===== config.mk =====
export PLATFORM = sky130hd
export DESIGN_NAME = matrix3x3_arith_unit
export DESIGN_NICKNAME = d
export VERILOG_FILES = /design/src/rtl/core/m3au_pkg.sv /design/src/rtl/core/m3au_dpath.sv /design/src/rtl/core/m3au_ctrl.sv /design/src/rtl/core/matrix3x3_arith_unit.sv
export VERILOG_INCLUDE_DIRS = /design/src /design/src/rtl/core
export SDC_FILE = /design/constraint.sdc
export NUM_CORES = 2
export LEC_CHECK = 0
export ABC_CLOCK_PERIOD_IN_PS = 14400
export BUFFER_PORTS_ARGS = -buffer_cell sky130_fd_sc_hd__buf_2
export CAP_MARGIN = 5
export CORE_MARGIN = 5
export CORE_UTILIZATION = 35
export DETAILED_ROUTE_END_ITERATION = 8
export SLEW_MARGIN = 20
export SYNTH_ARGS = -nofsm -noshare
export SYNTH_HDL_FRONTEND = slang
export SYNTH_SLANG_ARGS = --single-unit

===== constraint.sdc =====
create_clock -name i_clk -period 14.4 [get_ports i_clk]
set_input_delay 2.88 -clock i_clk [delete_from_list [all_inputs] [get_ports i_clk]]
set_output_delay 2.88 -clock i_clk [all_outputs]
set_load 0.01 [all_outputs]

===== src/rtl/core/matrix3x3_arith_unit_defines.svh =====
// ----------------------------------------------------------------------------
// Assertion macros for the 3x3 matrix arithmetic unit
// Concurrent assertion wrappers; defining ASSERT_OFF compiles them away.
// ----------------------------------------------------------------------------
`ifndef MATRIX3X3_ARITH_UNIT_DEFINES_SVH
`define MATRIX3X3_ARITH_UNIT_DEFINES_SVH

`ifndef ASSERT_OFF
// checked only while out of reset
`define M3AU_ASSERT(lbl, clk, rst_n, prop, msg) \
    lbl: assert property (@(posedge clk) disable iff (!rst_n) prop) else $error(msg);
// checked on every edge, reset included
`define M3AU_ASSERT_ALWAYS(lbl, clk, prop, msg) \
    lbl: assert property (@(posedge clk) prop) else $error(msg);
`else
`define M3AU_ASSERT(lbl, clk, rst_n, prop, msg)
`define M3AU_ASSERT_ALWAYS(lbl, clk, prop, msg)
`endif

`endif


===== src/rtl/core/m3au_pkg.sv =====
// ----------------------------------------------------------------------------
// m3au_pkg
// Shared constants, codes and controller/datapath interface types.
// ----------------------------------------------------------------------------
package m3au_pkg;

    localparam int DATA_W  = 32;
    localparam int FRAC_W  = 16;
    localparam int PROD_W  = 2 * DATA_W;
    localparam int DIM     = 3;
    localparam int NUM_EL  = DIM * DIM;
    localparam int IDX_W   = 4;
    localparam int RC_W    = 2;
    localparam int CMD_W   = 3;
    localparam int NUM_TMP = 3;
    localparam int TMP_W   = 2;

    localparam logic [DATA_W-1:0] SAT_MAX = {1'b0, {(DATA_W-1){1'b1}}};
    localparam logic [DATA_W-1:0] SAT_MIN = {1'b1, {(DATA_W-1){1'b0}}};

    // request opcodes
    typedef enum logic [CMD_W-1:0] {
        CMD_LOAD_A = 3'd0,
        CMD_LOAD_B = 3'd1,
        CMD_ADD    = 3'd2,
        CMD_SUB    = 3'd3,
        CMD_MUL    = 3'd4,
        CMD_DET    = 3'd5
    } t_cmd;

    typedef enum logic [2:0] {
        S_IDLE,
        S_ELEM,
        S_MUL,
        S_DET,
        S_EMIT
    } t_state;

    // accumulator operations
    typedef enum logic [2:0] {
        ACC_NONE,
        ACC_LOAD,
        ACC_ADD,
        ACC_SUB,
        ACC_AB_ADD,
        ACC_AB_SUB
    } t_acc_op;

    typedef enum logic {
        XS_A,
        XS_TMP
    } t_x_src;

    typedef enum logic {
        YS_A,
        YS_B
    } t_y_src;

    // controller -> datapath
    typedef struct packed {
        logic               wr_a;
        logic               wr_b;
        logic [IDX_W-1:0]   wr_idx;
        logic [IDX_W-1:0]   a_idx;
        logic [IDX_W-1:0]   b_idx;
        logic               x_ld;
        t_x_src             x_src;
        logic [TMP_W-1:0]   t_idx;
        logic               mul_en;
        t_y_src             y_src;
        t_acc_op            acc_op;
        logic               clr_ov;
        logic               save_en;
        logic [TMP_W-1:0]   save_idx;
        logic               emit;
        logic [RC_W-1:0]    row;
        logic [RC_W-1:0]    col;
        logic               last;
    } t_dp_cmd;

    // datapath -> controller
    typedef struct packed {
        logic out_free;
    } t_dp_status;

endpackage


===== src/rtl/core/m3au_dpath.sv =====
// ----------------------------------------------------------------------------
// m3au_dpath
// Matrix storage, shared fixed-point multiplier, saturating accumulator and
// the output register.
// ----------------------------------------------------------------------------
`include "matrix3x3_arith_unit_defines.svh"

module m3au_dpath (
    input  logic                                i_clk,
    input  logic                                i_rst_n,
    input  m3au_pkg::t_dp_cmd                   i_cmd,
    input  logic signed [m3au_pkg::DATA_W-1:0]  i_element_value,
    output m3au_pkg::t_dp_status                o_sts,
    input  logic                                i_out_ready,
    output logic                                o_out_valid,
    output logic [m3au_pkg::RC_W-1:0]           o_out_row,
    output logic [m3au_pkg::RC_W-1:0]           o_out_col,
    output logic [m3au_pkg::DATA_W-1:0]         o_result_value,
    output logic                                o_overflow,
    output logic                                o_last
);

    logic signed [m3au_pkg::DATA_W-1:0] r_mat_a [m3au_pkg::NUM_EL];
    logic signed [m3au_pkg::DATA_W-1:0] r_mat_b [m3au_pkg::NUM_EL];
    logic signed [m3au_pkg::DATA_W-1:0] r_tmp   [m3au_pkg::NUM_TMP];
    logic signed [m3au_pkg::DATA_W-1:0] r_x;
    logic signed [m3au_pkg::PROD_W-1:0] r_prod;
    logic signed [m3au_pkg::DATA_W-1:0] r_acc;
    logic                               r_ov;

    logic                               r_out_valid;
    logic [m3au_pkg::RC_W-1:0]          r_out_row;
    logic [m3au_pkg::RC_W-1:0]          r_out_col;
    logic [m3au_pkg::DATA_W-1:0]        r_out_value;
    logic                               r_out_ov;
    logic                               r_out_last;

    logic signed [m3au_pkg::DATA_W-1:0] w_a_rd;
    logic signed [m3au_pkg::DATA_W-1:0] w_b_rd;
    logic signed [m3au_pkg::DATA_W-1:0] w_y;
    logic [m3au_pkg::DATA_W:0]          w_mul;
    logic [m3au_pkg::DATA_W:0]          w_res;
    logic                               w_res_ov;

    // clamp a one-bit-grown sum; result is {overflow, value}
    function automatic logic [m3au_pkg::DATA_W:0] sat_fit(
        input logic [m3au_pkg::DATA_W:0] s
    );
        if (s[m3au_pkg::DATA_W] != s[m3au_pkg::DATA_W-1]) begin
            return {1'b1, s[m3au_pkg::DATA_W] ? m3au_pkg::SAT_MIN : m3au_pkg::SAT_MAX};
        end
        return {1'b0, s[m3au_pkg::DATA_W-1:0]};
    endfunction

    function automatic logic [m3au_pkg::DATA_W:0] sat_add(
        input logic [m3au_pkg::DATA_W-1:0] a,
        input logic [m3au_pkg::DATA_W-1:0] b
    );
        return sat_fit({a[m3au_pkg::DATA_W-1], a} + {b[m3au_pkg::DATA_W-1], b});
    endfunction

    function automatic logic [m3au_pkg::DATA_W:0] sat_sub(
        input logic [m3au_pkg::DATA_W-1:0] a,
        input logic [m3au_pkg::DATA_W-1:0] b
    );
        return sat_fit({a[m3au_pkg::DATA_W-1], a} - {b[m3au_pkg::DATA_W-1], b});
    endfunction

    // drop fraction bits (floor) and clamp the product to the data width
    function automatic logic [m3au_pkg::DATA_W:0] mul_sat(
        input logic signed [m3au_pkg::PROD_W-1:0] p
    );
        logic signed [m3au_pkg::PROD_W-1:0] sh;
        logic                               fits;
        sh   = p >>> m3au_pkg::FRAC_W;
        fits = (&sh[m3au_pkg::PROD_W-1:m3au_pkg::DATA_W-1])
             | ~(|sh[m3au_pkg::PROD_W-1:m3au_pkg::DATA_W-1]);
        if (!fits) begin
            return {1'b1, sh[m3au_pkg::PROD_W-1] ? m3au_pkg::SAT_MIN : m3au_pkg::SAT_MAX};
        end
        return {1'b0, sh[m3au_pkg::DATA_W-1:0]};
    endfunction

    // single read port per matrix
    assign w_a_rd = r_mat_a[i_cmd.a_idx];
    assign w_b_rd = r_mat_b[i_cmd.b_idx];
    assign w_y    = (i_cmd.y_src == m3au_pkg::YS_A) ? w_a_rd : w_b_rd;

    // matrix element writes
    always_ff @(posedge i_clk) begin
        if (!i_rst_n) begin
            for (int e = 0; e < m3au_pkg::NUM_EL; e++) begin
                r_mat_a[e] <= '0;
                r_mat_b[e] <= '0;
            end
        end else begin
            if (i_cmd.wr_a) begin
                r_mat_a[i_cmd.wr_idx] <= i_element_value;
            end
            if (i_cmd.wr_b) begin
                r_mat_b[i_cmd.wr_idx] <= i_element_value;
            end
        end
    end

    // operand latch, multiplier and cofactor scratch
    always_ff @(posedge i_clk) begin
        if (i_cmd.x_ld) begin
            r_x <= (i_cmd.x_src == m3au_pkg::XS_A) ? w_a_rd : r_tmp[i_cmd.t_idx];
        end
        if (i_cmd.mul_en) begin
            r_prod <= r_x * w_y;
        end
        if (i_cmd.save_en) begin
            r_tmp[i_cmd.save_idx] <= r_acc;
        end
    end

    // saturating accumulator input
    always_comb begin
        w_mul = mul_sat(r_prod);
        case (i_cmd.acc_op)
            m3au_pkg::ACC_LOAD: begin
                w_res    = w_mul;
                w_res_ov = w_mul[m3au_pkg::DATA_W];
            end
            m3au_pkg::ACC_ADD: begin
                w_res    = sat_add(r_acc, w_mul[m3au_pkg::DATA_W-1:0]);
                w_res_ov = w_res[m3au_pkg::DATA_W] | w_mul[m3au_pkg::DATA_W];
            end
            m3au_pkg::ACC_SUB: begin
                w_res    = sat_sub(r_acc, w_mul[m3au_pkg::DATA_W-1:0]);
                w_res_ov = w_res[m3au_pkg::DATA_W] | w_mul[m3au_pkg::DATA_W];
            end
            m3au_pkg::ACC_AB_ADD: begin
                w_res    = sat_add(w_a_rd, w_b_rd);
                w_res_ov = w_res[m3au_pkg::DATA_W];
            end
            m3au_pkg::ACC_AB_SUB: begin
                w_res    = sat_sub(w_a_rd, w_b_rd);
                w_res_ov = w_res[m3au_pkg::DATA_W];
            end
            default: begin
                w_res    = '0;
                w_res_ov = 1'b0;
            end
        endcase
    end

    // accumulator with sticky overflow
    always_ff @(posedge i_clk) begin
        if (i_cmd.acc_op != m3au_pkg::ACC_NONE) begin
            r_acc <= w_res[m3au_pkg::DATA_W-1:0];
            r_ov  <= (r_ov & ~i_cmd.clr_ov) | w_res_ov;
        end
    end

    // output register
    always_ff @(posedge i_clk) begin
        if (!i_rst_n) begin
            r_out_valid <= 1'b0;
        end else if (i_cmd.emit) begin
            r_out_valid <= 1'b1;
        end else if (i_out_ready) begin
            r_out_valid <= 1'b0;
        end
    end

    always_ff @(posedge i_clk) begin
        if (i_cmd.emit) begin
            r_out_row   <= i_cmd.row;
            r_out_col   <= i_cmd.col;
            r_out_value <= r_acc;
            r_out_ov    <= r_ov;
            r_out_last  <= i_cmd.last;
        end
    end

    assign o_sts.out_free = !r_out_valid || i_out_ready;
    assign o_out_valid    = r_out_valid;
    assign o_out_row      = r_out_row;
    assign o_out_col      = r_out_col;
    assign o_result_value = r_out_value;
    assign o_overflow     = r_out_ov;
    assign o_last         = r_out_last;

    // checks
    `M3AU_ASSERT_ALWAYS(a_rst_clears_out, i_clk, !i_rst_n |=> !r_out_valid, "output valid after reset")
    `M3AU_ASSERT(a_emit_lands, i_clk, i_rst_n, i_cmd.emit |=> r_out_valid, "emitted result not held")

endmodule


===== src/rtl/core/m3au_ctrl.sv =====
// ----------------------------------------------------------------------------
// m3au_ctrl
// Request decode and step sequencer driving the matrix datapath.
// ----------------------------------------------------------------------------
`include "matrix3x3_arith_unit_defines.svh"

module m3au_ctrl (
    input  logic                            i_clk,
    input  logic                            i_rst_n,
    input  logic                            i_in_valid,
    output logic                            o_in_ready,
    input  logic [m3au_pkg::CMD_W-1:0]      i_command,
    input  logic [m3au_pkg::RC_W-1:0]       i_row,
    input  logic [m3au_pkg::RC_W-1:0]       i_col,
    input  m3au_pkg::t_dp_status            i_sts,
    output m3au_pkg::t_dp_cmd               o_cmd
);

    localparam int STEP_W = 5;
    localparam logic [STEP_W-1:0]           MUL_LAST = 5'd4;
    localparam logic [STEP_W-1:0]           DET_LAST = 5'd16;
    localparam logic [m3au_pkg::RC_W-1:0]   LAST_RC  = 2'(m3au_pkg::DIM - 1);

    m3au_pkg::t_state               r_state, n_state;
    m3au_pkg::t_cmd                 r_op, n_op;
    logic [STEP_W-1:0]              r_step, n_step;
    logic [m3au_pkg::RC_W-1:0]      r_row, n_row;
    logic [m3au_pkg::RC_W-1:0]      r_col, n_col;
    logic                           w_last;

    // row-major element index
    function automatic logic [m3au_pkg::IDX_W-1:0] elem_idx(
        input logic [m3au_pkg::RC_W-1:0] row,
        input logic [m3au_pkg::RC_W-1:0] col
    );
        return ({2'b00, row} << 1) + {2'b00, row} + {2'b00, col};
    endfunction

    assign w_last = (r_op == m3au_pkg::CMD_DET) || (r_row == LAST_RC && r_col == LAST_RC);

    // state register
    always_ff @(posedge i_clk) begin
        if (!i_rst_n) begin
            r_state <= m3au_pkg::S_IDLE;
            r_op    <= m3au_pkg::CMD_LOAD_A;
            r_step  <= '0;
            r_row   <= '0;
            r_col   <= '0;
        end else begin
            r_state <= n_state;
            r_op    <= n_op;
            r_step  <= n_step;
            r_row   <= n_row;
            r_col   <= n_col;
        end
    end

    // next state
    always_comb begin
        n_state = r_state;
        n_op    = r_op;
        n_step  = r_step;
        n_row   = r_row;
        n_col   = r_col;
        case (r_state)
            m3au_pkg::S_IDLE: begin
                if (i_in_valid) begin
                    n_step = '0;
                    n_row  = '0;
                    n_col  = '0;
                    case (m3au_pkg::t_cmd'(i_command))
                        m3au_pkg::CMD_ADD, m3au_pkg::CMD_SUB: begin
                            n_op    = m3au_pkg::t_cmd'(i_command);
                            n_state = m3au_pkg::S_ELEM;
                        end
                        m3au_pkg::CMD_MUL: begin
                            n_op    = m3au_pkg::CMD_MUL;
                            n_state = m3au_pkg::S_MUL;
                        end
                        m3au_pkg::CMD_DET: begin
                            n_op    = m3au_pkg::CMD_DET;
                            n_state = m3au_pkg::S_DET;
                        end
                        default: n_state = m3au_pkg::S_IDLE;
                    endcase
                end
            end
            m3au_pkg::S_ELEM: n_state = m3au_pkg::S_EMIT;
            m3au_pkg::S_MUL: begin
                if (r_step == MUL_LAST) begin
                    n_state = m3au_pkg::S_EMIT;
                end else begin
                    n_step = r_step + 5'd1;
                end
            end
            m3au_pkg::S_DET: begin
                if (r_step == DET_LAST) begin
                    n_state = m3au_pkg::S_EMIT;
                end else begin
                    n_step = r_step + 5'd1;
                end
            end
            m3au_pkg::S_EMIT: begin
                if (i_sts.out_free) begin
                    if (w_last) begin
                        n_state = m3au_pkg::S_IDLE;
                    end else begin
                        n_step = '0;
                        if (r_col == LAST_RC) begin
                            n_col = '0;
                            n_row = r_row + 2'd1;
                        end else begin
                            n_col = r_col + 2'd1;
                        end
                        n_state = (r_op == m3au_pkg::CMD_MUL) ? m3au_pkg::S_MUL
                                                              : m3au_pkg::S_ELEM;
                    end
                end
            end
            default: n_state = m3au_pkg::S_IDLE;
        endcase
    end

    // datapath commands
    always_comb begin
        o_in_ready = 1'b0;
        o_cmd      = '0;
        case (r_state)
            m3au_pkg::S_IDLE: begin
                o_in_ready   = 1'b1;
                o_cmd.wr_idx = elem_idx(i_row, i_col);
                if (i_in_valid && i_row <= LAST_RC && i_col <= LAST_RC) begin
                    o_cmd.wr_a = (m3au_pkg::t_cmd'(i_command) == m3au_pkg::CMD_LOAD_A);
                    o_cmd.wr_b = (m3au_pkg::t_cmd'(i_command) == m3au_pkg::CMD_LOAD_B);
                end
            end
            m3au_pkg::S_ELEM: begin
                o_cmd.a_idx  = elem_idx(r_row, r_col);
                o_cmd.b_idx  = elem_idx(r_row, r_col);
                o_cmd.acc_op = (r_op == m3au_pkg::CMD_SUB) ? m3au_pkg::ACC_AB_SUB
                                                          : m3au_pkg::ACC_AB_ADD;
                o_cmd.clr_ov = 1'b1;
            end
            // sum of A[row][k] * B[k][col], k = 0..2
            m3au_pkg::S_MUL: begin
                o_cmd.y_src = m3au_pkg::YS_B;
                o_cmd.x_src = m3au_pkg::XS_A;
                case (r_step)
                    5'd0: begin
                        o_cmd.x_ld  = 1'b1;
                        o_cmd.a_idx = elem_idx(r_row, 2'd0);
                    end
                    5'd1: begin
                        o_cmd.mul_en = 1'b1;
                        o_cmd.b_idx  = elem_idx(2'd0, r_col);
                        o_cmd.x_ld   = 1'b1;
                        o_cmd.a_idx  = elem_idx(r_row, 2'd1);
                    end
                    5'd2: begin
                        o_cmd.mul_en = 1'b1;
                        o_cmd.b_idx  = elem_idx(2'd1, r_col);
                        o_cmd.x_ld   = 1'b1;
                        o_cmd.a_idx  = elem_idx(r_row, 2'd2);
                        o_cmd.acc_op = m3au_pkg::ACC_LOAD;
                        o_cmd.clr_ov = 1'b1;
                    end
                    5'd3: begin
                        o_cmd.mul_en = 1'b1;
                        o_cmd.b_idx  = elem_idx(2'd2, r_col);
                        o_cmd.acc_op = m3au_pkg::ACC_ADD;
                    end
                    5'd4: o_cmd.acc_op = m3au_pkg::ACC_ADD;
                    default: o_cmd.acc_op = m3au_pkg::ACC_NONE;
                endcase
            end
            // three cofactors into scratch, then the first-row expansion
            m3au_pkg::S_DET: begin
                o_cmd.y_src = m3au_pkg::YS_A;
                case (r_step)
                    5'd0: begin
                        o_cmd.x_ld  = 1'b1;
                        o_cmd.a_idx = 4'd4;
                    end
                    5'd1: begin
                        o_cmd.mul_en = 1'b1;
                        o_cmd.a_idx  = 4'd8;
                    end
                    5'd2: begin
                        o_cmd.x_ld   = 1'b1;
                        o_cmd.a_idx  = 4'd7;
                        o_cmd.acc_op = m3au_pkg::ACC_LOAD;
                        o_cmd.clr_ov = 1'b1;
                    end
                    5'd3: begin
                        o_cmd.mul_en = 1'b1;
                        o_cmd.a_idx  = 4'd5;
                    end
                    5'd4: begin
                        o_cmd.acc_op = m3au_pkg::ACC_SUB;
                        o_cmd.x_ld   = 1'b1;
                        o_cmd.a_idx  = 4'd3;
                    end
                    5'd5: begin
                        o_cmd.mul_en = 1'b1;
                        o_cmd.a_idx  = 4'd8;
                    end
                    5'd6: begin
                        o_cmd.x_ld     = 1'b1;
                        o_cmd.a_idx    = 4'd5;
                        o_cmd.acc_op   = m3au_pkg::ACC_LOAD;
                        o_cmd.save_en  = 1'b1;
                        o_cmd.save_idx = 2'd0;
                    end
                    5'd7: begin
                        o_cmd.mul_en = 1'b1;
                        o_cmd.a_idx  = 4'd6;
                    end
                    5'd8: begin
                        o_cmd.acc_op = m3au_pkg::ACC_SUB;
                        o_cmd.x_ld   = 1'b1;
                        o_cmd.a_idx  = 4'd3;
                    end
                    5'd9: begin
                        o_cmd.mul_en = 1'b1;
                        o_cmd.a_idx  = 4'd7;
                    end
                    5'd10: begin
                        o_cmd.x_ld     = 1'b1;
                        o_cmd.a_idx    = 4'd4;
                        o_cmd.acc_op   = m3au_pkg::ACC_LOAD;
                        o_cmd.save_en  = 1'b1;
                        o_cmd.save_idx = 2'd1;
                    end
                    5'd11: begin
                        o_cmd.mul_en = 1'b1;
                        o_cmd.a_idx  = 4'd6;
                    end
                    5'd12: begin
                        o_cmd.acc_op = m3au_pkg::ACC_SUB;
                        o_cmd.x_ld   = 1'b1;
                        o_cmd.x_src  = m3au_pkg::XS_TMP;
                        o_cmd.t_idx  = 2'd0;
                    end
                    5'd13: begin
                        o_cmd.mul_en   = 1'b1;
                        o_cmd.a_idx    = 4'd0;
                        o_cmd.save_en  = 1'b1;
                        o_cmd.save_idx = 2'd2;
                        o_cmd.x_ld     = 1'b1;
                        o_cmd.x_src    = m3au_pkg::XS_TMP;
                        o_cmd.t_idx    = 2'd1;
                    end
                    5'd14: begin
                        o_cmd.mul_en = 1'b1;
                        o_cmd.a_idx  = 4'd1;
                        o_cmd.acc_op = m3au_pkg::ACC_LOAD;
                        o_cmd.x_ld   = 1'b1;
                        o_cmd.x_src  = m3au_pkg::XS_TMP;
                        o_cmd.t_idx  = 2'd2;
                    end
                    5'd15: begin
                        o_cmd.mul_en = 1'b1;
                        o_cmd.a_idx  = 4'd2;
                        o_cmd.acc_op = m3au_pkg::ACC_SUB;
                    end
                    5'd16: o_cmd.acc_op = m3au_pkg::ACC_ADD;
                    default: o_cmd.acc_op = m3au_pkg::ACC_NONE;
                endcase
            end
            m3au_pkg::S_EMIT: begin
                o_cmd.emit = i_sts.out_free;
                o_cmd.row  = (r_op == m3au_pkg::CMD_DET) ? 2'd0 : r_row;
                o_cmd.col  = (r_op == m3au_pkg::CMD_DET) ? 2'd0 : r_col;
                o_cmd.last = w_last;
            end
            default: o_in_ready = 1'b0;
        endcase
    end

    // checks
    `M3AU_ASSERT(a_emit_free, i_clk, i_rst_n, o_cmd.emit |-> i_sts.out_free, "emit into full output")
    `M3AU_ASSERT(a_last_idle, i_clk, i_rst_n, (o_cmd.emit && o_cmd.last) |=> (r_state == m3au_pkg::S_IDLE), "no return to idle after last")
    `M3AU_ASSERT(a_stall_hold, i_clk, i_rst_n, (r_state == m3au_pkg::S_EMIT && !i_sts.out_free) |=> (r_state == m3au_pkg::S_EMIT), "left emit while stalled")

endmodule


===== src/rtl/core/matrix3x3_arith_unit.sv =====
// ----------------------------------------------------------------------------
// matrix3x3_arith_unit
// 3x3 signed Q16.16 matrix add / subtract / multiply and determinant of A.
// ----------------------------------------------------------------------------
// Channel   Dir  tdata (low bit up)                   tuser        tlast
// s_axis    in   row[1:0] col[3:2] value[35:4] pad    command[2:0] -
// m_axis    out  row[1:0] col[3:2] value[35:4] pad    overflow[0]  last
//
// Loads are accepted back to back while idle. Add/subtract emit each element
// after its sequencer step; multiply: five steps of the sequencer plus emit
// per element (one 32x32 multiplier); determinant: its steps are bounded by
// the single read port on matrix A. Output stalls hold the sequencer in its
// emit step. Reset clears both matrices and the output valid.
// ----------------------------------------------------------------------------
module matrix3x3_arith_unit (
    input  logic        i_clk,
    input  logic        i_rst_n,
    input  logic        s_axis_tvalid,
    output logic        s_axis_tready,
    input  logic [39:0] s_axis_tdata,   // row_index, col_index, element_value, zero pad
    input  logic [2:0]  s_axis_tuser,   // command
    output logic        m_axis_tvalid,
    input  logic        m_axis_tready,
    output logic [39:0] m_axis_tdata,   // out_row, out_col, result_value, zero pad
    output logic [0:0]  m_axis_tuser,   // overflow
    output logic        m_axis_tlast
);

    m3au_pkg::t_dp_cmd                  w_cmd;
    m3au_pkg::t_dp_status               w_sts;
    logic [m3au_pkg::RC_W-1:0]          w_out_row;
    logic [m3au_pkg::RC_W-1:0]          w_out_col;
    logic [m3au_pkg::DATA_W-1:0]        w_out_value;
    logic                               w_out_ov;

    // sequencer
    m3au_ctrl u_ctrl (
        .i_clk      (i_clk),
        .i_rst_n    (i_rst_n),
        .i_in_valid (s_axis_tvalid),
        .o_in_ready (s_axis_tready),
        .i_command  (s_axis_tuser),
        .i_row      (s_axis_tdata[1:0]),
        .i_col      (s_axis_tdata[3:2]),
        .i_sts      (w_sts),
        .o_cmd      (w_cmd)
    );

    // arithmetic and storage
    m3au_dpath u_dpath (
        .i_clk           (i_clk),
        .i_rst_n         (i_rst_n),
        .i_cmd           (w_cmd),
        .i_element_value (s_axis_tdata[35:4]),
        .o_sts           (w_sts),
        .i_out_ready     (m_axis_tready),
        .o_out_valid     (m_axis_tvalid),
        .o_out_row       (w_out_row),
        .o_out_col       (w_out_col),
        .o_result_value  (w_out_value),
        .o_overflow      (w_out_ov),
        .o_last          (m_axis_tlast)
    );

    assign m_axis_tdata = {4'b0000, w_out_value, w_out_col, w_out_row};
    assign m_axis_tuser = w_out_ov;

endmodule


# --- Word level (Yosys, flattened, before mapping) ---
# Memory sizes are Yosys's and may differ from the RTL's.
# Index checks and enable logic that the tools add are counted.
totals:
  regBits: 183
  ramBits: 672
  inputBits: 47
  output_inout_bits: 44
  wordCells: 224
  n_memories: 3
memory_table:
  columns: ["memory", "depth", "word_bits", "rd", "rd_clocked_by_memory_dff", "wr", "line_no", "rtl"]
  rows:
  - ["u_dpath.r_mat_a", 9, 32, 1, 0, 9, "m3au_dpath.sv:23", "logic signed [m3au_pkg::DATA_W-1:0] r_mat_a [m3au_pkg::NUM_EL];"]
  - ["u_dpath.r_mat_b", 9, 32, 1, 0, 9, "m3au_dpath.sv:24", "logic signed [m3au_pkg::DATA_W-1:0] r_mat_b [m3au_pkg::NUM_EL];"]
  - ["u_dpath.r_tmp", 3, 32, 1, 0, 1, "m3au_dpath.sv:25", "logic signed [m3au_pkg::DATA_W-1:0] r_tmp [m3au_pkg::NUM_TMP];"]
op_classes:
  addsub: 15
  multipliers: 1
  order_cmp: 2
  n_eq_ne: 47
  n_mux: 95
  bitwise: 8
  reduce_logical: 38
ops:
  columns: ["operator", "n"]
  rows:
  - ["2-to-1 mux 33 bit", 11]
  - ["2-to-1 mux 32 bit", 9]
  - ["one-hot mux 32 bit (5 select lines)", 1]
  - ["adder 32 x 32 -> 33 bit", 2]
  - ["subtractor 32 x 32 -> 33 bit", 2]
  - ["multiplier 32 x 32 -> 64 bit", 1]
  - ["OR reduction 32 bit", 2]
  - ["one-hot mux 4 bit (3 select lines)", 4]
  - ["equality test 5 x 4 -> 1 bit (second input constant)", 8]
  - ["one-hot mux 4 bit (8 select lines)", 1]
  - ["2-to-1 mux 1 bit", 28]
  - ["one-hot mux 3 bit (3 select lines)", 3]
  - ["2-to-1 mux 5 bit", 5]
  - ["2-to-1 mux 2 bit", 12]
  - ["equality test 3 x 2 -> 1 bit (second input constant)", 7]
  - ["equality test 3 bit (second input constant)", 7]
  - ["equality test 5 x 3 -> 1 bit (second input constant)", 4]
  - ["one-hot mux 2 bit (2 select lines)", 5]
  - ["one-hot mux 5 bit (4 select lines)", 1]
  - ["2-to-1 mux 3 bit", 6]
  - ["OR reduction 2 bit", 9]
  - ["OR reduction 9 bit", 2]
  - ["AND reduction 17 bit", 1]
  - ["OR reduction 17 bit", 1]
  - ["other kinds (40)", 74]

# --- Longest topological paths before layout ---
logic_depth:
  depth_word: 13
  mapped_depth: 49
  mapped_depth_nobuf: 44

# --- Hierarchy ---
# A second synthesis with hierarchy kept.
unflattened:
  hier_cells: 8035
  hier_area_um2: 97791.3
by_module_without_submodules:
  columns: ["module", "n_inst", "cells_per_inst", "area_per_inst_um2", "seq_area_each_um2"]
  rows:
  - ["m3au_dpath", 1, 7767, 95826.9, 38186.6]
  - ["m3au_ctrl", 1, 263, 1930.6, 300.3]
  - ["matrix3x3_arith_unit", 1, 5, 33.8, 0.0]

# --- Worst setup path before layout ---
# No wires, ideal clock.
synth_timing:
  path_type: "reg2reg"
  from: "register u_ctrl.r_row[0] (netlist name)"
  to: "register u_dpath.r_prod[62] (netlist name) (data pin)"
  setup_time_ps: 260
  t_arrival_ps: 11209
  t_required_ps: 14140
  slack_ps: 2931
  path_stages_with_launch: 44
  n_path_buf: 6
  period_less_slack_ps: 11469
  path_cell_list: "dfxtp_1 inv_1 ha_1 inv_1 fa_1 a2bb2oi_1 clkbuf_1 clkbuf_1 buf_1 buf_1 buf_1 a31oi_1 a211oi_1 a21o_1 inv_1 nand2_1 o21ai_1 clkbuf_1 [... 8 more ...] fa_1 fa_1 inv_1 fa_1 inv_1 fa_1 ha_1 a21o_1 a21oi_1 nor2b_1 o21ai_0 nand2b_1 a21o_1 a21oi_1 nor2b_1 a211oi_2 o21bai_2 xor2_1"
synth_between:
  elab_chain_len: 7
  elab_cells_between_ends: 11
  classes_between: "add/sub (4); mul (1); mux (4); memory (2)"
synth_rtl:
  columns: ["element", "line_no", "rtl"]
  rows:
  - ["start, declared", "m3au_ctrl.sv:27", "logic [m3au_pkg::RC_W-1:0] r_row, n_row;"]
  - ["start signal, assigned", "m3au_ctrl.sv:53", "r_row <= n_row;"]
  - ["adder 3 x 2 -> 4 bit (*)", "m3au_ctrl.sv:36", "return ({2'b00, row} << 1) + {2'b00, row} + {2'b00, col};"]
  - ["adder 4 x 2 -> 4 bit or adder 4 x 1 -> 4 bit (tied branches)", "m3au_ctrl.sv:36", null]
  - ["one-hot mux 4 bit (3 select lines)", "m3au_ctrl.sv:148", "case (r_step)"]
  - ["one-hot mux 4 bit (3 select lines)", "m3au_ctrl.sv:128", "case (r_state)"]
  - ["memory read (9 x 32 bit)", null, null]
  - ["2-to-1 mux 32 bit (*)", "m3au_dpath.sv:87", "assign w_y = (i_cmd.y_src == m3au_pkg::YS_A) ? w_a_rd : w_b_rd;"]
  - ["multiplier 32 x 32 -> 64 bit (*)", "m3au_dpath.sv:112", "r_prod <= r_x * w_y;"]
  - ["end signal, assigned", "m3au_dpath.sv:112", null]
  - ["end, declared", "m3au_dpath.sv:27", "logic signed [m3au_pkg::PROD_W-1:0] r_prod;"]
# Every way passes the cells marked *; elsewhere a longest branch is shown, timed or not.
# A chain may end at the register's enable or synchronous reset.

# --- Worst setup path after layout ---
layout_timing:
  from: "register u_ctrl.r_row[0] (netlist name)"
  to: "register u_dpath.r_prod[57] (netlist name) (data pin)"
# The elaborated chain is that of the path after synthesis.

==> run_results.csv <==
group,metric,value,unit
synthesis,yosys-top-cells-area,"edfxtp_1, fa_1, and2_1",
timing,worst_pin_slew,1.23,ns
route,dr.pass1.iters,6,
global_route,grt_max_degree,121,
layout,final_core_util,0.387,
global_route,grt_pass1_wl,447000,um
floorplanning,core-area,280000,um^2
critical_path,cp_common_cell,"fa_1",
route,via_per_inst,5.20,
synthesis,avgSynthCellArea,10.5,um^2
floorplanning,initial_core_util,0.352,
hold_path,min_from,"u_ctrl.r_op[1]",
critical_path,worst_ep_required_time,14.91,ns
synthesis,synth_top_area_frac,0.387,
run,max_cap_viol_count,0,
timing,skew,0.0666,ns
timing,timing.slew.headroom,0.170,
timing,min_period,12.97,ns
layout,syn_to_final_growth,9.88,%
clock_tree,clk_pin_slew,0.07,ns
timing,finalMaxSlewViolations,0,
clock_tree,clockBufferDepth,3,
global_route,antenna_found_initial,31,
timing,hold_viol,0,
route,wire_per_inst,22.4,um
layout,post_route_cells_drive_above_1_share,0.0659,
hold_path,whs_endpoint,"u_ctrl.r_op[1]",
critical_path,end_kind,"flop",
clock_tree,post_cts_buffers,0,
clock_tree,htree_levels,4,
route,totalWireLength,293000,um
timing,setup_slack,1.43,ns
global_route,grtUsageTotal,0.199,
critical_path,reg2reg_to,"u_dpath.r_prod[57]",
synthesis,synth_top_area_cell,"edfxtp_1",
place,place.gp.congestion,0.936,
floorplanning,chipWidth,541,um
timing,fmax,77.1,MHz
floorplanning,io_pins,91,
critical_path,worst_ep_arrival_time,13.49,ns
synthesis,synth_cell_type_count,88,
route,vias,68000,
hold_path,hold_path.class,"reg -> reg",
synthesis,ys_async_sr_fraction,0,
hold_path,hold_depth,2,
critical_path,crit_type,"reg -> reg",
synthesis,yosysSeqAreaShare,0.391,
critical_path,critical-path-slowest-cell,"o21a_4",
clock_tree,clkLatencyLatePin,0.79,ns
clock_tree,cts_resized,0,
clock_tree,cts_sinks,1287,
timing,timing.final.crit_share,0.901,
timing,tns,0,ns
route,first_iter_violations,5397,
place,portBuffers,82,
critical_path,max_stage_delay,0.73,ns
floorplanning,die_h,541,um
critical_path,r2r_slack,1.43,ns
route,drc,0,
route,antenna_left,0,
synthesis,yosysWarnings,0,
clock_tree,cts_tree,"yes",
clock_tree,cts_buffers,141,
clock_tree,hold_buffers,0,
place,preCtsSetupSlack,1.46,ns
global_route,overflow,0,
critical_path,r2r_cells,43,
synthesis,synth_ff_type,"edfxtp_1",
layout,nNetsFinal,10700,
place,dpl.hpwl,206000,um
floorplanning,rows,194,
synthesis,synth_area,98500,um^2
timing,grt_setup_unrepaired,"false",
clock_tree,cts_root_buf,"clkbuf_16",
critical_path,r2r_start,"u_ctrl.r_row[0]",
synthesis,synthCells,9420,
synthesis,ys_ff_latch,1287,
critical_path,path_max_fanout,57,
synthesis,synth-edff-count,1271,
timing,setup_viol_count_final,0,
outcome,status,"finished, final reports clean",
critical_path,cp-start-kind,"flop",
floorplanning,dieArea,292000,um^2
global_route,grt_pass1_vias,71300,
## flip-flops by register name, indices dropped and copies added (netlist names), 2 cells and up
signal	cells
u_dpath.r_prod	48
u_dpath.r_mat_a	512
u_ctrl.r_col	2
u_ctrl.r_step	5
u_ctrl.r_row	2
u_dpath.r_x	32
u_dpath.r_acc	32
u_dpath.r_tmp	96
u_dpath.r_mat_b	512
u_ctrl.r_state	3
u_ctrl.r_op	3
u_dpath.o_out_col	2
u_dpath.o_result_value	32
u_dpath.o_out_row	2
## synth_stat cells (7+ instances only)
master / count
nor3_1: 32
nor2b_1: 331
a211oi_1: 164
a31oi_1: 106
or2_2: 11
a211o_1: 10
a21o_1: 98
nor4_1: 17
and3_1: 47
nand2_1: 1461
inv_1: 1124
o22ai_1: 7
nand2b_1: 89
o21ai_1: 10
or4_1: 16
nand3_1: 222
a221oi_1: 8
o21a_1: 18
a311oi_1: 95
nor3b_1: 8
o31ai_1: 15
dfxtp_1: 16
o211ai_1: 12
clkbuf_1: 553
xnor2_1: 131
nand3b_1: 7
mux2i_1: 21
a2111oi_0: 12
a21boi_0: 11
nor2_1: 240
xor2_1: 43
a21oi_1: 358
o221ai_1: 36
nand4_1: 23
and2_1: 931
fa_1: 1088
buf_1: 50
edfxtp_1: 1271
o21bai_1: 50
o21ai_0: 252
ha_1: 328
## worst max-delay path, delay by kind of cell, from the launching register on
kind	cells	cell delay, ns
compound gates	19	4.95
buf+inv	8	1.32
flops	1	0.52
fa+ha+maj	11	5.08
simple gates	5	0.66
## worst max-delay path by stage
stage               startpoint                 end  slack [ns]
5_1_grt        u_ctrl.r_row[0]  u_dpath.r_prod[62]        0.83
6_report       u_ctrl.r_row[0]  u_dpath.r_prod[57]        1.43
4_1_cts        u_ctrl.r_row[0]  u_dpath.r_prod[57]        1.37
3_5_place_dp   u_ctrl.r_row[0]  u_dpath.r_prod[57]        1.46
3_3_place_gp   u_ctrl.r_row[0]  u_dpath.r_prod[57]        1.59
2_1_floorplan  u_ctrl.r_row[0]  u_dpath.r_prod[62]        2.93
## metrics by stage
stage	hold WS [ns]	std cells	area [um^2]
floorplan	0.420	9423	98500
global placement	0.487	12800	104000
detailed placement	0.497	12800	104000
CTS	0.508	13100	108000
global route	0.541	13100	108000
finish	0.507	13100	108000
## cell usage in the layout (no fill, tap or decap), drive strengths merged, types with 19 or more instances in the layout
master  instances
a211oi        165
a21o           98
a21oi         360
a311oi         95
a31oi         107
and2          931
and3           47
buf           282
clkbuf        173
clkinv         51
edfxtp       1271
fa           1088
ha            328
inv          1132
mux2i          21
nand2        1461
nand2b         90
nand3         222
nand4          23
nor2          240
nor2b         331
nor3           32
o21a           19
o21ai         263
o21bai         51
o221ai         36
xnor2         131
xor2           43
## metal layers
| metal | GRT usage | part of all wire | vias up |
|---|---|---|---|
| met5 | 0 | 0.00014 | - |
| met4 | 0.0651 | 0.037 | 6 |
| met3 | 0.0310 | 0.064 | 462 |
| met2 | 0.337 | 0.48 | 2232 |
| met1 | 0.262 | 0.42 | 34800 |
| li1 | - | - | 30500 |
## layout make-up
type	instances	area (um^2)
fillers	27000	172000
multi-input cells	6401	54300
flip-flops and latches	1287	38500
well taps	3724	4660
inverters	1125	4220
clock buffers	173	3670
repair buffers	282	2080
clock inverters	71	788
diodes	12	30.0
## kinds of logic (layout without fill, tap and decap cells)
kind of cell    Yosys count  count (layout)  share of synthesized area
flops                  1287            1287                      0.391
fa+ha+maj              1416            1416                      0.263
simple gates           3453            3453                      0.174
compound gates         1327            1327                     0.0877
buf+inv                1735            1651                     0.0664
mux                      27              27                    0.00320
xor+xnor                174             174                     0.0155
other cells               1              16                  0.0000381
Power is left out: the tool's default activity adds up to more than one toggle a clock period on the data nets, which glitch-free logic cannot reach.
